<file path="src/rtl/clm_pkg.sv">
// ----------------------------------------------------------------------------
// clm_pkg: shared types and constants for the cursor list engine
// Widths, opcodes, status codes and the control bundle sent to each cell.
// ----------------------------------------------------------------------------
package clm_pkg;

	localparam int CAPACITY = 16;
	localparam int WORD_W   = 32;
	localparam int CNT_W    = 5;
	localparam int IDX_W    = $clog2(CAPACITY);

	typedef enum logic [2:0] {
		OP_HEAD   = 3'd0,
		OP_TAIL   = 3'd1,
		OP_NEXT   = 3'd2,
		OP_BACK   = 3'd3,
		OP_APPEND = 3'd4,
		OP_REMOVE = 3'd5,
		OP_INSERT = 3'd6,
		OP_FIND   = 3'd7
	} opcode_t;

	typedef enum logic [1:0] {
		ST_OK    = 2'd0,
		ST_FULL  = 2'd1,
		ST_RANGE = 2'd2
	} status_t;

	typedef enum logic [1:0] {
		CMD_NONE   = 2'd0,
		CMD_APPEND = 2'd1,
		CMD_REMOVE = 2'd2,
		CMD_INSERT = 2'd3
	} cell_cmd_t;

	typedef enum logic [3:0] {
		FSM_IDLE = 4'b0001,
		FSM_CMP  = 4'b0010,
		FSM_UPD  = 4'b0100,
		FSM_OUT  = 4'b1000
	} fsm_t;

	typedef struct packed {
		cell_cmd_t          cmd;
		logic               cmp_en;
		logic [CNT_W-1:0]   count;
		logic [CNT_W-1:0]   pos;
		logic [WORD_W-1:0]  val;
	} cell_ctl_t;

endpackage

</file>
<file path="src/rtl/clm_cell.sv">
// ----------------------------------------------------------------------------
// clm_cell: one list entry
// Holds a word, compares it with the search value, and on an update loads
// the new value or takes the word of its lower or upper neighbour.
// ----------------------------------------------------------------------------
module clm_cell #(
	parameter int IDX = 0
) (
	input  logic                          clk,
	input  clm_pkg::cell_ctl_t            ctl,
	input  logic [clm_pkg::WORD_W-1:0]    lower_word,
	input  logic [clm_pkg::WORD_W-1:0]    upper_word,
	output logic [clm_pkg::WORD_W-1:0]    word,
	output logic                          match
);

	localparam logic [clm_pkg::CNT_W-1:0] MY_IDX = clm_pkg::CNT_W'(IDX);

	logic [clm_pkg::WORD_W-1:0] word_q;
	logic                       match_q;
	logic [clm_pkg::WORD_W-1:0] word_d;

	always_comb begin
		word_d = word_q;
		case (ctl.cmd)
			clm_pkg::CMD_APPEND: begin
				if (MY_IDX == ctl.count) word_d = ctl.val;
			end
			clm_pkg::CMD_REMOVE: begin
				if (MY_IDX >= ctl.pos) word_d = upper_word;
			end
			clm_pkg::CMD_INSERT: begin
				if (MY_IDX == ctl.pos) word_d = ctl.val;
				else if (MY_IDX > ctl.pos) word_d = lower_word;
			end
			default: begin
				word_d = word_q;
			end
		endcase
	end

	always_ff @(posedge clk) begin
		word_q <= word_d;
		if (ctl.cmp_en) match_q <= (word_q == ctl.val);
	end

	assign word  = word_q;
	assign match = match_q;

endmodule

</file>
<file path="src/rtl/cursor_list_engine_core.sv">
// sequence: an accepted beat passes the compare, update and output states, and its result
//   beat is registered on leaving the output state; the next beat is taken only after that,
//   once the output register has drained (s_tready stays low while the engine is busy)
// reset: arst_n clears count, cursor, sequencer and output valid; entries are unset
// ----------------------------------------------------------------------------
// cursor_list_engine_core: ordered list with cursor, built as a row of cells
// Each beat is one list operation; each operation returns one status beat.
// ----------------------------------------------------------------------------
module cursor_list_engine_core (
	input  logic        clk,
	input  logic        arst_n,
	input  logic        s_tvalid,
	output logic        s_tready,
	input  logic [39:0] s_tdata,   // value[31:0], position[36:32], zero pad
	input  logic [2:0]  s_tuser,   // opcode[2:0]
	output logic        m_tvalid,
	input  logic        m_tready,
	output logic [47:0] m_tdata    // status[1:0], cursor[6:2], count[11:7], at_head[12],
	                               // at_tail[13], found[14], cursor_word[46:15], zero pad
);

	localparam int CAP  = clm_pkg::CAPACITY;
	localparam int CW   = clm_pkg::CNT_W;
	localparam int WW   = clm_pkg::WORD_W;
	localparam logic [CW-1:0] CAP_CNT = CW'(CAP);

	clm_pkg::fsm_t            state_q;
	clm_pkg::opcode_t         op_q;
	logic [WW-1:0]            val_q;
	logic [CW-1:0]            pos_q;
	logic [CW-1:0]            count_q;
	logic [CW-1:0]            cursor_q;
	clm_pkg::status_t         status_q;
	logic                     found_q;
	logic                     m_tvalid_q;
	logic [47:0]              m_tdata_q;

	clm_pkg::cell_ctl_t       ctl;
	logic [WW-1:0]            words [CAP];
	logic [CAP-1:0]           match;
	logic [CAP-1:0]           hit_mask;
	logic [CW-1:0]            hit_idx;
	logic                     upd_ok;
	clm_pkg::cell_cmd_t       upd_cmd;
	clm_pkg::status_t         status_d;
	logic [CW-1:0]            cursor_d;
	logic [CW-1:0]            count_d;
	logic [WW-1:0]            cur_word;
	logic                     out_load;

	assign s_tready = (state_q == clm_pkg::FSM_IDLE);

	// row of cells, each fed by its neighbours
	for (genvar i = 0; i < CAP; i++) begin : g_cell
		logic [WW-1:0] lower_w;
		logic [WW-1:0] upper_w;
		if (i == 0) begin : g_first
			assign lower_w = '0;
		end else begin : g_lower
			assign lower_w = words[i-1];
		end
		if (i == CAP - 1) begin : g_last
			assign upper_w = '0;
		end else begin : g_upper
			assign upper_w = words[i+1];
		end
		clm_cell #(.IDX(i)) u_cell (
			.clk        (clk),
			.ctl        (ctl),
			.lower_word (lower_w),
			.upper_word (upper_w),
			.word       (words[i]),
			.match      (match[i])
		);
	end

	// first matching entry at or after the cursor
	always_comb begin
		hit_idx = count_q;
		for (int i = 0; i < CAP; i++) begin
			hit_mask[i] = match[i] && (CW'(i) >= cursor_q) && (CW'(i) < count_q);
		end
		for (int i = CAP - 1; i >= 0; i--) begin
			if (hit_mask[i]) hit_idx = CW'(i);
		end
	end

	always_comb begin
		status_d = clm_pkg::ST_OK;
		cursor_d = cursor_q;
		count_d  = count_q;
		upd_cmd  = clm_pkg::CMD_NONE;
		upd_ok   = 1'b0;
		unique case (op_q)
			clm_pkg::OP_HEAD: cursor_d = '0;
			clm_pkg::OP_TAIL: cursor_d = count_q;
			clm_pkg::OP_NEXT: begin
				if (cursor_q < count_q) cursor_d = cursor_q + 1'b1;
			end
			clm_pkg::OP_BACK: begin
				if (cursor_q != '0) cursor_d = cursor_q - 1'b1;
			end
			clm_pkg::OP_APPEND: begin
				if (count_q >= CAP_CNT) status_d = clm_pkg::ST_FULL;
				else begin
					upd_ok  = 1'b1;
					upd_cmd = clm_pkg::CMD_APPEND;
					count_d = count_q + 1'b1;
				end
			end
			clm_pkg::OP_REMOVE: begin
				if (pos_q >= count_q) status_d = clm_pkg::ST_RANGE;
				else begin
					upd_ok  = 1'b1;
					upd_cmd = clm_pkg::CMD_REMOVE;
					count_d = count_q - 1'b1;
					// keep cursor within the shortened list
					if (cursor_q > count_d) cursor_d = count_d;
				end
			end
			clm_pkg::OP_INSERT: begin
				if (pos_q > count_q) status_d = clm_pkg::ST_RANGE;
				else if (count_q >= CAP_CNT) status_d = clm_pkg::ST_FULL;
				else begin
					upd_ok  = 1'b1;
					upd_cmd = clm_pkg::CMD_INSERT;
					count_d = count_q + 1'b1;
				end
			end
			clm_pkg::OP_FIND: cursor_d = hit_idx;
			default: cursor_d = cursor_q;
		endcase
	end

	always_comb begin
		ctl.cmd    = (state_q == clm_pkg::FSM_UPD && upd_ok) ? upd_cmd : clm_pkg::CMD_NONE;
		ctl.cmp_en = (state_q == clm_pkg::FSM_CMP);
		ctl.count  = count_q;
		ctl.pos    = pos_q;
		ctl.val    = val_q;
	end

	assign cur_word = (cursor_q < count_q) ? words[cursor_q[clm_pkg::IDX_W-1:0]] : '0;
	assign out_load = (state_q == clm_pkg::FSM_OUT) && (!m_tvalid_q || m_tready);

	always_ff @(posedge clk or negedge arst_n) begin
		if (!arst_n) begin
			state_q  <= clm_pkg::FSM_IDLE;
			count_q  <= '0;
			cursor_q <= '0;
		end else begin
			unique case (state_q)
				clm_pkg::FSM_IDLE: begin
					if (s_tvalid) state_q <= clm_pkg::FSM_CMP;
				end
				clm_pkg::FSM_CMP: state_q <= clm_pkg::FSM_UPD;
				clm_pkg::FSM_UPD: begin
					count_q  <= count_d;
					cursor_q <= cursor_d;
					state_q  <= clm_pkg::FSM_OUT;
				end
				clm_pkg::FSM_OUT: begin
					if (out_load) state_q <= clm_pkg::FSM_IDLE;
				end
				default: state_q <= clm_pkg::FSM_IDLE;
			endcase
		end
	end

	always_ff @(posedge clk) begin
		if (s_tvalid && s_tready) begin
			op_q  <= clm_pkg::opcode_t'(s_tuser);
			val_q <= s_tdata[31:0];
			pos_q <= s_tdata[36:32];
		end
		if (state_q == clm_pkg::FSM_UPD) begin
			status_q <= status_d;
			found_q  <= (op_q == clm_pkg::OP_FIND) && (|hit_mask);
		end
		if (out_load) begin
			m_tdata_q <= {1'b0, cur_word, found_q, (cursor_q == count_q),
			              (cursor_q == '0), count_q, cursor_q, status_q};
		end
	end

	always_ff @(posedge clk or negedge arst_n) begin
		if (!arst_n) begin
			m_tvalid_q <= 1'b0;
		end else if (out_load) begin
			m_tvalid_q <= 1'b1;
		end else if (m_tready) begin
			m_tvalid_q <= 1'b0;
		end
	end

	assign m_tvalid = m_tvalid_q;
	assign m_tdata  = m_tdata_q;

endmodule

</file>
<file path="config.mk">
export PLATFORM = sky130hd
export DESIGN_NAME = cursor_list_engine_core
export DESIGN_NICKNAME = d
export VERILOG_FILES = /design/src/rtl/clm_pkg.sv /design/src/rtl/clm_cell.sv /design/src/rtl/cursor_list_engine_core.sv
export SDC_FILE = /design/constraint.sdc
export NUM_CORES = 2
export LEC_CHECK = 0
export BUFFER_PORTS_ARGS = -buffer_cell sky130_fd_sc_hd__buf_2
export CAP_MARGIN = 20
export CORE_MARGIN = 2
export CORE_UTILIZATION = 40
export DETAILED_ROUTE_END_ITERATION = 8
export PLACE_DENSITY_LB_ADDON = 0.15
export RECOVER_POWER = 50
export SYNTH_ARGS = -nofsm -noshare
export SYNTH_HDL_FRONTEND = slang
export SYNTH_SLANG_ARGS = --single-unit
</file>
<file path="constraint.sdc">
create_clock -name clk -period 9.2 [get_ports clk]
set_input_delay 0.46 -clock clk [delete_from_list [all_inputs] [get_ports clk]]
set_output_delay 0.46 -clock clk [all_outputs]
set_load 0.1 [all_outputs]
</file>
# --- Word level (Yosys, flattened, before mapping) ---
# Index checks and enable logic that the tools add are counted.
totals:
  regBits: 633
op_classes:
  add_sub_neg: 4
  magnitude_cmp: 70
  eq_ne: 116
  n_mux: 127
  n_bitwise: 1
  n_reduce_logical: 67
op_table:
  columns: ["cell", "n"]
  rows:
  - ["2-to-1 mux 32 bit", 66]
  - ["one-hot mux 32 bit (3 select lines)", 16]
  - ["equality test 32 bit", 16]
  - ["binary-select mux 32 bit (select 4 bit)", 1]
  - ["2-to-1 mux 5 bit", 23]
  - ["equality test 4 x 5 -> 1 bit, first input constant", 16]
  - ["greater-or-equal comparator 4 x 5 -> 1 bit, first input constant", 16]
  - ["AND reduction 4 bit", 17]
  - ["inequality test 2 x 1 -> 1 bit, second input constant", 32]
  - ["inequality test 3 x 1 -> 1 bit, second input constant", 16]
  - ["equality test 3 x 5 -> 1 bit, first input constant", 8]
  - ["greater-or-equal comparator 3 x 5 -> 1 bit, first input constant", 8]
  - ["greater-than comparator 4 x 5 -> 1 bit, first input constant", 8]
  - ["less-than comparator 4 x 5 -> 1 bit, first input constant", 8]
  - ["logical AND 1 bit", 36]
  - ["one-hot mux 5 bit (6 select lines)", 1]
  - ["equality test 2 x 5 -> 1 bit, first input constant", 4]
  - ["greater-or-equal comparator 1 x 5 -> 1 bit, first input constant", 4]
  - ["greater-or-equal comparator 2 x 5 -> 1 bit, first input constant", 4]
  - ["greater-than comparator 3 x 5 -> 1 bit, first input constant", 4]
  - ["less-than comparator 3 x 5 -> 1 bit, first input constant", 4]
  - ["one-hot mux 4 bit (4 select lines)", 1]
  - ["OR reduction 16 bit", 1]
  - ["logical NOT 5 bit", 3]
  - ["38 further kinds", 72]

# --- Logic depth before layout (Yosys ltp) ---
depth:
  word_depth: 20
  mapped_depth: 13

# --- Cells and area by module ---
# A second synthesis with hierarchy kept.
unflattened:
  hier_cells: 3415
  hier_area_um2: 42649.7
by_module_without_submodules:
  columns: ["module", "instances", "cells_per_inst", "area_per_inst_um2", "seq_area_each_um2"]
  rows:
  - ["cursor_list_engine_core", 1, 611, 8953.6, 3079.2]
  - ["clm_cell at g_cell[6].u_cell ...", 2, 163, 2170.8, 991.0]
  - ["clm_cell at g_cell[15].u_cell", 1, 164, 2207.1, 991.0]
  - ["clm_cell at g_cell[8].u_cell", 1, 163, 2194.6, 991.0]
  - ["clm_cell at g_cell[12].u_cell", 1, 164, 2192.1, 991.0]
  - ["clm_cell at g_cell[13].u_cell", 1, 164, 2170.8, 991.0]
  - ["clm_cell at g_cell[5].u_cell", 1, 163, 2169.6, 991.0]
  - ["clm_cell at g_cell[11].u_cell", 1, 164, 2168.3, 991.0]
  - ["clm_cell at g_cell[0].u_cell", 1, 162, 2160.8, 991.0]
  - ["clm_cell at g_cell[7].u_cell", 1, 163, 2087.0, 991.0]
  - ["clm_cell at g_cell[10].u_cell", 1, 197, 2030.7, 991.0]
  - ["clm_cell at g_cell[14].u_cell", 1, 194, 2015.7, 991.0]
  - ["clm_cell at g_cell[1].u_cell", 1, 194, 1998.2, 991.0]
  - ["clm_cell at g_cell[4].u_cell", 1, 196, 1991.9, 991.0]
  - ["2 more rows", null, null, null, null]

# --- Worst setup path before layout ---
# Ideal clock, no wire load.
synth_timing:
  path_kind: "register -> register"
  start: "register count_q[2]"
  end: "register g_cell[7].u_cell.word_q (netlist bit g_cell[7].u_cell.word[0]) (enable)"
  t_arrival_ns: 4.569
  required_time_ns: 8.734
  slack_ns: 4.165
  path_stages_with_launch: 12
  path_cell_list: "dfrtp_1 buf_6 buf_2 inv_1 ha_1 a21oi_1 o21ai_1 a21oi_1 o221ai_1 buf_2 buf_2 o21ai_0"
synth_via:
  elab_chain_cells: 9
synth_rtl:
  columns: ["element", "line", "text"]
  rows:
  - ["start: declaration", "cursor_list_engine_core.sv:31", "logic [CW-1:0] count_q;"]
  - ["start signal: assignment", "cursor_list_engine_core.sv:158", "count_q <= count_d;"]
  - ["greater-or-equal comparator 5 bit", "cursor_list_engine_core.sv:104, cursor_list_engine_core.sv:123", null]
  - ["2-to-1 mux 1 bit", "cursor_list_engine_core.sv:104, cursor_list_engine_core.sv:123", null]
  - ["2-to-1 mux 1 bit", "cursor_list_engine_core.sv:122", "if (pos_q > count_q) status_d = clm_pkg::ST_RANGE;"]
  - ["one-hot mux 1 bit (3 select lines)", "cursor_list_engine_core.sv:94", "unique case (op_q)"]
  - ["logical AND 1 bit", "cursor_list_engine_core.sv:136", "ctl.cmd = (state_q == clm_pkg::FSM_UPD && upd_ok) ? upd_cmd : clm_pkg::CMD_NONE;"]
  - ["2-to-1 mux 2 bit", "cursor_list_engine_core.sv:136", null]
  - ["equality test 2 bit / equality test 2 x 1 -> 1 bit (equally long branches)", "clm_cell.sv:25", "case (ctl.cmd)"]
  - ["inequality test 3 x 1 -> 1 bit (no source line), or another cell as far along", null, null]
  - ["AND reduction 4 bit (no source line) *", null, null]
  - ["end signal: assignment", "clm_cell.sv:43", "word_q <= word_d;"]
  - ["end: declaration", "clm_cell.sv:19", "logic [clm_pkg::WORD_W-1:0] word_q;"]
# Mark *: on every way between the ends. The rest lies on a longest branch, timed or not.
# A chain may end at the register's enable or synchronous reset.

# --- Worst setup path in the final report ---
layout_timing:
  start: "register state_q[1]"
  end: "register g_cell[13].u_cell.word_q (netlist bit g_cell[13].u_cell.word[17]) (data pin)"
layout_via:
  elab_chain_cells: 5
layout_rtl:
  columns: ["element", "line", "text"]
  rows:
  - ["start: declaration", "cursor_list_engine_core.sv:27", "clm_pkg::fsm_t state_q;"]
  - ["start signal: assignment", "cursor_list_engine_core.sv:148", "state_q <= clm_pkg::FSM_IDLE;"]
  - ["start signal: assignment", "cursor_list_engine_core.sv:154", "if (s_tvalid) state_q <= clm_pkg::FSM_CMP;"]
  - ["start signal: assignment", "cursor_list_engine_core.sv:156", "clm_pkg::FSM_CMP: state_q <= clm_pkg::FSM_UPD;"]
  - ["equality test 4 x 3 -> 1 bit *", "cursor_list_engine_core.sv:136", null]
  - ["logical AND 1 bit *", "cursor_list_engine_core.sv:136", null]
  - ["2-to-1 mux 2 bit *", "cursor_list_engine_core.sv:136", null]
  - ["equality test 2 bit / equality test 2 x 1 -> 1 bit (equally long branches)", "clm_cell.sv:25", null]
  - ["one-hot mux 32 bit (3 select lines) *", "clm_cell.sv:25", null]
  - ["net g_cell[13].u_cell.word_d, one bit", "clm_cell.sv:21", "logic [clm_pkg::WORD_W-1:0] word_d;"]
  - ["end signal: assignment", "clm_cell.sv:43", null]
  - ["end: declaration", "clm_cell.sv:19", null]
# Mark *: on every way through the listed nets, which the timed path passes. The rest lies on a longest branch.

==> results list <==
- Post-synth top area cell: edfxtp_1
- Count of flip-flops with a built-in enable after synthesis: 618
- Setup slack on the worst flop-to-flop path: ~2.3 ns
- Compared with the post-synthesis result, the final layout area differs by 11.9%.
- Fraction of the cycle the final worst path needs: 0.748
- The share of the Yosys chip area taken by registers is 0.479.
- The worst setup path is of the flop to flop kind.
* TritonRoute pass-1 iters: 6
* Commonest cells after routing, fill and taps aside: edfxtp_1, xor2_1, a22oi_1
- Cells after synthesis: 3216
- RePlAce Congestion: between 1 and 1.5
- Core outline area: 98300 um^2
* Resized cells post-CTS: 0
- For this run, design rule violations remaining after detail routing come to 0.
- TritonCTS Buffers: 79
- Total Neg Setup Slack: 0 ns
- Average vias per placed instance: 7.03
- Per-instance average area after synthesis: 12.3 um^2
* Leading cell type in the layout, fill and taps excluded: edfxtp_1
- Number of warnings issued by yosys: 0
- Mapped Area: 39600 um^2
- Traced cell by cell, the critical path runs through nor4b_1 > nand2_1 > a2111oi_0 > buf_4 > a22oi_1 > o21ai_0.
- Die footprint: 101000 um^2
* Highest ir drop seen on vdd: 0.174 mV
* Number of vias after detailed routing: 31908
- STA classifies the critical path startpoint as a flop.
- Antenna violation net count after detailed routing: 0
- Max-Slew Margin vs Limit: -1.59
- For this design the static power due to leakage is 14.9 nW.
- STA classifies the critical path endpoint as a flop.
- In the global route stage, overall resource usage came out at 0.337.
- At the worst endpoint, the arrival time is 7.38 ns.
- Async set or reset register ratio after synthesis: 0.0237
* Min Hold Slack: 0.0633 ns
* Min Tclk post-route: 6.88 ns
- Setup repair after global routing left no endpoint under its margin.
- From bottom edge to top edge, the die measures 319 um.
- The final-report hold violation count was 0.
* Total power after layout: between 10 and 15 mW
- The cell sitting at the root of the clock tree is a clkbuf_16.
- Share of final-layout standard cells stronger than drive strength 1: 0.139
- CP max stage delay: 2.60 ns
- The H-tree generated during clock tree synthesis spans 3 levels.
- The initial antenna violation count is 9.
* Die extent in x: 319 um
- For this run, the top clock speed supported by timing is 0.145 GHz.
- DRC violation total after the first TritonRoute iteration: 5678
- Number of clock sinks: around 630
* Ratio of total power to cell area: approximately 240 nW/um^2
- Once detailed placement completed, the half-perimeter wirelength came to 117000 um.
* Total detailed-routing wirelength: 175000 um
- Port buffering added 92 buffers.
- Max Cap Viol: 14
* Routed length per instance: about 39 um
- Worst path bufs/invs: 1
* Num rows: ~120
- The final reports fail on max-capacitance violations, max-slew violations.
- In this run the worst path has a maximum fanout of 93.
* Number of nets produced by synthesis: 3288
- Pin placement for this block handled 97 I/O pins.
- Setup-violating endpoint count in the final report: 0
- Min-Delay Path Class: primary input to flop
- At the later pin of the worst-skew pair, clock insertion delay measures 0.67 ns.
- TritonCTS built the clock tree.
- After global routing the overflow that remains totals 0.
- The first global-routing pass estimated 243000 um of wire.
- Synth Register Bits: around 630
- In the synthesized netlist the dominant register cell turns out to be edfxtp_1.
- After synthesis, the netlist uses 89 different library cells.
- For the pin with the worst max-slew slack, the measured transition is just under 4 ns.
- Number of global-route vias before repair: 29946
- The final count of pins violating max slew was ~470.
- Most area-consuming cells after synthesis: edfxtp_1, xor2_1, mux4_2, a221o_1, a22oi_1
- Status: finished with violations
* Starting utilization of the core area: 0.403
- Maximum root-to-sink buffer count: 3
- Family of cells with the greatest summed delay on the critical path: compound AO/OA/AOI/OAI gates
- Clock-pin slew was measured on the worst setup and hold paths at 0.06 ns.
- Maximum number of pins on one net before global-route repair: 222
* # nets final: 3264
- On the final layout, the worst clock skew is 0.0361 ns.
* Synth top area share: 0.469
- Required time of the critical path: 9.70 ns
- The layout has approximately 8900 filler cells.
* Standard cell with the maximum stage delay on the critical path: a2111oi_0
==> power by group <==
part           leakage [nW]  switching [mW]  internal [mW]
registers              5.76           0.200           3.42
clock network          1.24            1.31           1.88
logic                  7.93            2.28           1.42
total                  14.9            3.80           6.71
==> cells in the mapped netlist, drive strengths merged, types with 41 or more instances <==
master   instances
a221o          224
a22o            68
edfxtp         618
and2           136
buf            129
clkbuf         202
inv             46
and3           102
o2bb2ai         64
mux4           160
nor2b           41
a22oi          226
nor4           131
o21ai          192
xor2           512
nor2            58
==> per-layer routing <==
layer / routed length, um / global-route usage
met1: 66700 / 0.459
met2: 75000 / 0.492
met3: 23700 / 0.0983
met4: 9810 / 0.163
met5: 12 / 0
==> layout make-up <==
class	count	area, um^2	share of cell area
multi-input combinational	2205	19500	0.440
sequential	633	18900	0.428
clock buffer	101	2160	0.0489
tap	1287	1610	0.0364
timing repair buffer	226	1510	0.0342
clock inverter	35	385	0.00870
inverter	47	176	0.00398
antenna	5	12.5	0.000283
==> final timing paths <==
path / startpoint / endpoint / depth (start not counted)
worst max-delay path: state_q[1] / g_cell[13].u_cell.word[17] / 6
worst min-delay path: s_tvalid / state_q[1] / 2
worst max register to register: state_q[1] / g_cell[13].u_cell.word[17] / 6
worst min register to register: found_q / m_tdata[14] / 0
max in group asynchronous: arst_n / cursor_q[3] / 2
min in group asynchronous: arst_n / count_q[3] / 2
==> per-stage QoR <==
| stage | area, um^2 | std cells | setup WS [ns] | utilization |
|---|---|---|---|---|
| 2_1_floorplan | 39600 | 3216 | 4.17 | - |
| 3_5_place_dp | 41500 | 4354 | 4.38 | 0.422 |
| 4_1_cts | 44400 | 4531 | 4.37 | 0.452 |
| 5_1_grt | 44300 | 4534 | 2.07 | 0.450 |
| 6_report | 44300 | 4539 | 2.32 | 0.451 |
| 3_3_place_gp | 41500 | 4354 | 4.43 | 0.422 |
==> worst register-to-register path, cell delays in order (launching register included) <==
cell and delay, ns:
dfrtp_1 0.44, nor4b_1 1.71, nand2_1 0.39, a2111oi_0 2.60, buf_4 1.10, a22oi_1 0.38
o21ai_0 0.13
==> sequential cells by signal, indices dropped and copies added (netlist names) <==
| register | cells |
|---|---|
| state_q | 4 |
| m_tdata | 47 |
| g_cell.u_cell.word | 512 |
| status_q | 2 |
| found_q | 1 |
| val_q | 32 |
| pos_q | 5 |
| g_cell.u_cell.match | 16 |
| count_q | 5 |
| m_tvalid | 1 |
| op_q | 3 |
| cursor_q | 5 |
==> timing repair <==
| action | CTS | global route |
|---|---|---|
| hold buffers | 41 | 0 |
| setup buffers | 0 | 0 |
| endpoints found under the hold margin | 54 | 0 |
==> logic make-up after synthesis <==
kind of cell             synth area share
flip-flops                          0.479
multiplexers                       0.0921
AND/OR/NAND/NOR                    0.0901
XOR/XNOR                            0.116
AO/OA/AOI/OAI                       0.177
buffers and inverters              0.0385
other                           0.0000948
adder cells (fa/ha/maj)           0.00791
(Power assumes the default switching activity.)
